File: src/rtl/core/rtnb_pkg.sv
// Shared constants, types, microcode ROM and count helpers for the radix tree node builder.
`timescale 1ns / 1ps

package rtnb_pkg;

	// Code table geometry.
	localparam int CODE_DEPTH = 1024;
	localparam int CODE_BITS  = 64;

	// Derived widths.
	localparam int IDX_W   = $clog2(CODE_DEPTH);
	localparam int CNT_W   = $clog2(CODE_DEPTH + 1);
	localparam int LEN_W   = IDX_W + 1;
	localparam int POS_W   = IDX_W + 2;
	localparam int LZC_W   = $clog2(CODE_BITS + 1);
	localparam int IDXLZ_W = $clog2(IDX_W + 1);

	// Prefix lengths run from -1 (outside the table) up to 128 (a key against itself).
	localparam int DLT_W    = 9;
	localparam int TIE_BASE = 64;
	localparam int TIE_PAD  = 64 - IDX_W;

	// Fixed field widths of the stream ports.
	localparam int NIDX_W      = 10;
	localparam int MC_W        = 64;
	localparam int CFG_W       = 11;
	localparam int OUT_W       = 10;
	localparam int IN_TDATA_W  = ((NIDX_W + MC_W + 7) / 8) * 8;
	localparam int OUT_TDATA_W = ((3 * OUT_W + 2 + 7) / 8) * 8;
	localparam int MIN_COUNT   = 2;
	localparam int CFG_RESET   = 2;

	// Request kinds carried in tuser.
	localparam logic REQ_WRITE = 1'b0;
	localparam logic REQ_BUILD = 1'b1;

	// Control word fields.
	localparam int PC_W = 4;
	localparam int RD_W = 3;
	localparam int EV_W = 4;
	localparam int JC_W = 2;

	// Table read address sources.
	localparam logic [RD_W-1:0] RD_NONE = 3'd0;
	localparam logic [RD_W-1:0] RD_I    = 3'd1;
	localparam logic [RD_W-1:0] RD_IP1  = 3'd2;
	localparam logic [RD_W-1:0] RD_IM1  = 3'd3;
	localparam logic [RD_W-1:0] RD_EXP  = 3'd4;
	localparam logic [RD_W-1:0] RD_BIN  = 3'd5;
	localparam logic [RD_W-1:0] RD_J    = 3'd6;

	// Operations on the data read in the previous step.
	localparam logic [EV_W-1:0] EV_NONE     = 4'd0;
	localparam logic [EV_W-1:0] EV_CI       = 4'd1;
	localparam logic [EV_W-1:0] EV_DPLUS    = 4'd2;
	localparam logic [EV_W-1:0] EV_DMINUS   = 4'd3;
	localparam logic [EV_W-1:0] EV_EXP      = 4'd4;
	localparam logic [EV_W-1:0] EV_BIN_DMIN = 4'd5;
	localparam logic [EV_W-1:0] EV_TOP      = 4'd6;
	localparam logic [EV_W-1:0] EV_BIN_TOP  = 4'd7;
	localparam logic [EV_W-1:0] EV_EMIT     = 4'd8;

	// Jump conditions.
	localparam logic [JC_W-1:0] JC_NEXT = 2'd0;
	localparam logic [JC_W-1:0] JC_HIT  = 2'd1;
	localparam logic [JC_W-1:0] JC_STEP = 2'd2;
	localparam logic [JC_W-1:0] JC_END  = 2'd3;

	// Program labels.
	localparam logic [PC_W-1:0] PC_START   = 4'd0;
	localparam logic [PC_W-1:0] PC_EXP_RD  = 4'd4;
	localparam logic [PC_W-1:0] PC_BIN1_RD = 4'd6;
	localparam logic [PC_W-1:0] PC_BIN2_RD = 4'd10;

	typedef struct packed {
		logic [RD_W-1:0] rd_sel;
		logic [EV_W-1:0] ev_op;
		logic [JC_W-1:0] jc;
		logic [PC_W-1:0] target;
	} ucw_t;

	typedef struct packed {
		logic hit;
		logic step_gt1;
	} dp_stat_t;

	typedef struct packed {
		logic [OUT_W-1:0] left_child;
		logic             left_is_leaf;
		logic [OUT_W-1:0] right_child;
		logic             right_is_leaf;
		logic [OUT_W-1:0] range_end;
	} res_t;

	localparam ucw_t UCW_NOP = '{RD_NONE, EV_NONE, JC_NEXT, PC_START};

	// Node build program. Each probe is a read step followed by an evaluate step.
	function automatic ucw_t ucode(input logic [PC_W-1:0] pc);
		ucw_t w;
		unique case (pc)
			4'd0:    w = '{RD_I,    EV_NONE,     JC_NEXT, PC_START};
			4'd1:    w = '{RD_IP1,  EV_CI,       JC_NEXT, PC_START};
			4'd2:    w = '{RD_IM1,  EV_DPLUS,    JC_NEXT, PC_START};
			4'd3:    w = '{RD_NONE, EV_DMINUS,   JC_NEXT, PC_START};
			4'd4:    w = '{RD_EXP,  EV_NONE,     JC_NEXT, PC_START};
			4'd5:    w = '{RD_NONE, EV_EXP,      JC_HIT,  PC_EXP_RD};
			4'd6:    w = '{RD_BIN,  EV_NONE,     JC_NEXT, PC_START};
			4'd7:    w = '{RD_NONE, EV_BIN_DMIN, JC_STEP, PC_BIN1_RD};
			4'd8:    w = '{RD_J,    EV_NONE,     JC_NEXT, PC_START};
			4'd9:    w = '{RD_NONE, EV_TOP,      JC_NEXT, PC_START};
			4'd10:   w = '{RD_BIN,  EV_NONE,     JC_NEXT, PC_START};
			4'd11:   w = '{RD_NONE, EV_BIN_TOP,  JC_STEP, PC_BIN2_RD};
			4'd12:   w = '{RD_NONE, EV_EMIT,     JC_END,  PC_START};
			default: w = UCW_NOP;
		endcase
		return w;
	endfunction

	// Leading-zero count over the code width.
	function automatic logic [LZC_W-1:0] clz_code(input logic [CODE_BITS-1:0] x);
		logic [LZC_W-1:0] n;
		n = LZC_W'(CODE_BITS);
		for (int k = 0; k < CODE_BITS; k++) begin
			if (x[k]) n = LZC_W'(CODE_BITS - 1 - k);
		end
		return n;
	endfunction

	// Leading-zero count over the index width.
	function automatic logic [IDXLZ_W-1:0] clz_idx(input logic [IDX_W-1:0] x);
		logic [IDXLZ_W-1:0] n;
		n = IDXLZ_W'(IDX_W);
		for (int k = 0; k < IDX_W; k++) begin
			if (x[k]) n = IDXLZ_W'(IDX_W - 1 - k);
		end
		return n;
	endfunction

endpackage

File: src/rtl/core/rtnb_seq.sv
// Microcode sequencer: step counter, control word fetch and conditional jumps.
`timescale 1ns / 1ps

module rtnb_seq (
	input  logic              clk,
	input  logic              arst_n,
	input  logic              start,
	input  logic              out_free,
	input  rtnb_pkg::dp_stat_t stat,
	output logic              busy,
	output rtnb_pkg::ucw_t    ctl
);
	import rtnb_pkg::*;

	logic [PC_W-1:0] pc_q;
	logic            busy_q;
	ucw_t            w;

	assign w    = ucode(pc_q);
	assign ctl  = busy_q ? w : UCW_NOP;
	assign busy = busy_q;

	always_ff @(posedge clk or negedge arst_n) begin
		if (!arst_n) begin
			busy_q <= 1'b0;
			pc_q   <= PC_START;
		end else if (!busy_q) begin
			if (start) begin
				busy_q <= 1'b1;
				pc_q   <= PC_START;
			end
		end else begin
			unique case (w.jc)
				JC_NEXT: pc_q <= pc_q + PC_W'(1);
				JC_HIT:  pc_q <= stat.hit ? w.target : pc_q + PC_W'(1);
				JC_STEP: pc_q <= stat.step_gt1 ? w.target : pc_q + PC_W'(1);
				JC_END: begin
					// Hold on the final step until the result register can take the result.
					if (out_free) busy_q <= 1'b0;
				end
			endcase
		end
	end

endmodule

File: config.mk
export PLATFORM = sky130hd
export DESIGN_NAME = rtnb_seq
export DESIGN_NICKNAME = d
export VERILOG_FILES = /design/src/rtl/core/rtnb_pkg.sv /design/src/rtl/core/rtnb_seq.sv
export SDC_FILE = /design/constraint.sdc
export NUM_CORES = 1
export LEC_CHECK = 0
export BUFFER_PORTS_ARGS = -buffer_cell sky130_fd_sc_hd__clkbuf_2
export CAP_MARGIN = 15
export CORE_MARGIN = 2
export CORE_UTILIZATION = 23
export CTS_BUF_LIST = sky130_fd_sc_hd__clkbuf_16
export CTS_CLUSTER_DIAMETER = 200
export CTS_CLUSTER_SIZE = 16
export DETAILED_ROUTE_END_ITERATION = 10
export GPL_ROUTABILITY_DRIVEN = 0
export MAX_ROUTING_LAYER = met4
export PLACE_DENSITY_LB_ADDON = 0.05
export SLEW_MARGIN = 40
export SYNTH_ARGS = -nofsm -noshare
export SYNTH_HDL_FRONTEND = slang
export SYNTH_SLANG_ARGS = --single-unit
export TNS_END_PERCENT = 50
File: constraint.sdc
create_clock -name clk -period 2.9 [get_ports clk]
set_input_delay 0.58 -clock clk [delete_from_list [all_inputs] [get_ports clk]]
set_output_delay 0.58 -clock clk [all_outputs]
set_load 0.05 [all_outputs]
* Word-level counts from Yosys, hierarchy flattened
Memories as Yosys holds them, arrays and structs flattened. Index checks and enable logic that the tools add are counted.
Cells by class: $add $sub $neg 1, equality and inequality tests 4, mux-type cells 10, reductions and logical operators 3
Operators by type and width (number):
- $mux W4 | 4
- $mux W13 | 1
- $pmux W4 S3 | 1
- $add A4 B1 Y4 const B | 1
- $eq A2 B2 Y1 const B | 2
- $mux W1 | 4
- $ne A4 B1 Y1 const B | 1
- $eq A2 B1 Y1 const B | 1
- $logic_not A2 Y1 | 1
- $reduce_and A2 Y1 | 1
- $reduce_bool A2 Y1 | 1
Word-level totals: register bits after elaboration 5, memory bits (read-only) 192, bits of input ports 6, memories kept 1
Memory list:
- (name not given) | depth 16, bits a word 12, rd ports 1, clocked after Yosys merged registers in 0, write ports 0, line rtnb_pkg.sv:100 | unique case (pc)

* Longest topological paths before layout
word-level depth 4, depth in mapped cells 12, mapped depth without buffers 11

* Least setup slack after synthesis
Ideal clock, no wire load.
path type register to output, start point register busy_q, in the netlist busy, end point output ctl[2] (netlist name), arrival 2.070 ns, path slack 0.250 ns, cell stages (with the launch flop) 4, cells stage by stage dfrtp_1 -> buf_2 -> inv_1 -> nor3_1
RTL lines:
- start, declared | line rtnb_seq.sv:16 | logic busy_q;
- start signal, assigned | line rtnb_seq.sv:25 | busy_q <= 1'b0;
- start signal, assigned | line rtnb_seq.sv:29 | busy_q <= 1'b1;
- start signal, assigned | line rtnb_seq.sv:39 | if (out_free) busy_q <= 1'b0;
- end, declared | line rtnb_seq.sv:11 | output rtnb_pkg::ucw_t ctl

==> flow_metrics.env <==
export IMPL_status="complete, no violations"
export IMPL_yosysSeqAreaShare_pct=19.38
export IMPL_die_w_um=56.98
export IMPL_finalNetCount=113
export IMPL_num_io_pins=20
export IMPL_hold_class="in2async"
export IMPL_die_y_um=56.98
export IMPL_critPathMaxFanout=10
export IMPL_slew_viol_final=0
export IMPL_grt_pass1_vias=589
export IMPL_grt_max_degree=13
export IMPL_synth_nets=95
export IMPL_drt_iter0_markers=3
export IMPL_syn_area_per_cell_um2=8.172
export IMPL_start_util_pct=23.82
export IMPL_synth_area_leaders="dfrtp_1 (19%), ha_1 (19%), a22o_1 (5.4%)"
export IMPL_r2r_setup_slack_ps=490
export IMPL_grt_use_total_pct=10.98
export IMPL_antenna_cells=0
export IMPL_cts_buffer_depth=2
export IMPL_worstSkewPairLatency_ps=220
export IMPL_route_met2_wl_um=785
export IMPL_synth_warning_count=0
export IMPL_r2r_cells=10
export IMPL_vias=591
export IMPL_syn_area_um2=645.6
export IMPL_fp_coreArea_mm2=0.002710
export IMPL_cp_required_ps=2320
export IMPL_fillers=321
export IMPL_synth_edf_count=0
export IMPL_maxClockFrequency_mhz=410.9
export IMPL_setup_violations=0
export IMPL_cts_sinks=5
export IMPL_yosysTopAreaCell="dfrtp_1"
export IMPL_port_buffers=18
export IMPL_crit_type="reg2out"
export IMPL_ys_flop_type="dfrtp_1"
export IMPL_grt_overflow=0
export IMPL_grt_pass1_wl_um=2684
export IMPL_cts_resized=0
export IMPL_cts_setup_buffers=0
export IMPL_drc=0
export IMPL_maxUsedRoutingLayer="met3"
export IMPL_ctsHtreeMaxLevel=1
export IMPL_dieArea_mm2=0.003247
export IMPL_wire_per_inst_um=12.90
export IMPL_period_share_pct=83.92
export IMPL_utilization_pct=30.24
export IMPL_drive_above_1_share_pct=29.17
export IMPL_cts_hold_buf=0
export IMPL_rsz0062_at_grt="false"
export IMPL_cp_arrival_ps=1850
export IMPL_synthCells=79
export IMPL_synth_top_area_share_pct=19.38
export IMPL_finalHoldViolCount=0
export IMPL_ys_types=33
export IMPL_start_kind="register"
export IMPL_drtPass1Iterations=4
export IMPL_fin_skew_ps=0.8188
export IMPL_wl_met1_um=782
export IMPL_path_clk_slew_ps=30
export IMPL_root_buffer="clkbuf_16"
export IMPL_hold_ws_ps=168.1
export IMPL_drt_total_wl_um=1638
export IMPL_async_flop_share_pct=100.0
export IMPL_final_setup_tns_ps=0
export IMPL_place_hpwl_um=1316
export IMPL_cap_violations=0
export IMPL_drtAntennaViolNets=0
export IMPL_wl_met3_um=70
export IMPL_end_kind="output pin"
export IMPL_syn2layout_area_growth_pct=26.94
export IMPL_synth_seq_cells=5
export IMPL_synth_most_common_cell="ha_1"
export IMPL_synth_common_cells="ha_1 (10), nand2_1 (8), inv_1 (7)"
export IMPL_cts_tree="yes"
export IMPL_period_minus_slack_ps=2434
export IMPL_antenna_found_initial=0
export IMPL_routed_via_density=4.654
export IMPL_floorplan_rows=19
export IMPL_cts_buffers=3
==> through the flow <==
stage	instances	setup WS (ps)	cell area (µm²)
after global routing	127	258.6	819.5
after CTS	127	442.9	819.5
after floorplan	79	249.8	645.6
after global placement	123	502.2	740.7
after detailed placement	123	453.4	740.7
final	127	466.4	819.5
==> critical path, stage by stage (launching register included) <==
cell	delay, ps
dfrtp_1	480
inv_1	140
ha_1	180
nand2_1	100
a21oi_2	290
and2_1	170
clkbuf_2	270
==> state kept, by name (all words and copies together) (netlist names) <==
register and flops:
pc_q 4, busy 1
==> routing by layer <==
layer | global-route usage, % | vias up
li1 | - | 303
met1 | 13.83 | 274
met2 | 17.73 | 14
met3 | 3.855 | 0
met4 | 0.9967 | 0
met5 | - | -
==> final cells by class <==
type | instances | area [µm²] | share of cell area (%)
Clock buffer | 3 | 75.07 | 9.160
Tap cell | 31 | 38.79 | 4.733
Multi-Input combinational cell | 61 | 456.7 | 55.73
Timing Repair Buffer | 18 | 90.09 | 10.99
Sequential cell | 5 | 125.1 | 15.27
Clock inverter | 1 | 3.754 | 0.4580
Inverter | 8 | 30.03 | 3.664
==> placed cells by master (no fill, tap or decap), types with 2 or more instances in the layout <==
cell,Yosys,final
clkbuf_2,0,18
ha_1,10,10
inv_1,7,8
nand2_1,8,8
nor2_1,5,5
dfrtp_1,5,5
a22o_1,4,4
nand3_1,3,3
and3_1,3,3
clkbuf_16,0,3
mux2i_1,2,2
a21oi_2,2,2
a21oi_1,2,2
nor3_1,2,2
a31oi_1,2,2
and2_1,2,2
nand2b_1,2,2
==> cells by family (layout without fill, tap and decap cells) <==
| group | Yosys count | count (layout) | share of synthesized area [%] |
|---|---|---|---|
| simple gates | 28 | 28 | 22.48 |
| compound gates | 18 | 18 | 22.48 |
| buf+inv | 13 | 30 | 9.884 |
| fa+ha+maj | 10 | 10 | 19.38 |
| flops | 5 | 5 | 19.38 |
| xor+xnor | 2 | 2 | 2.714 |
| mux | 2 | 2 | 3.101 |
| other cells | 1 | 1 | 0.5808 |
==> final timing paths <==
check                         start       to
min                          arst_n  pc_q[2]
max                         pc_q[0]   ctl[4]
max in group asynchronous    arst_n     busy
min reg2reg                 pc_q[1]  pc_q[1]
min in group clk           out_free     busy
max reg2reg                 pc_q[0]  pc_q[1]
Power is not shown: default switching activity piles up to over one toggle a cycle in this logic, so the estimate is an artifact.
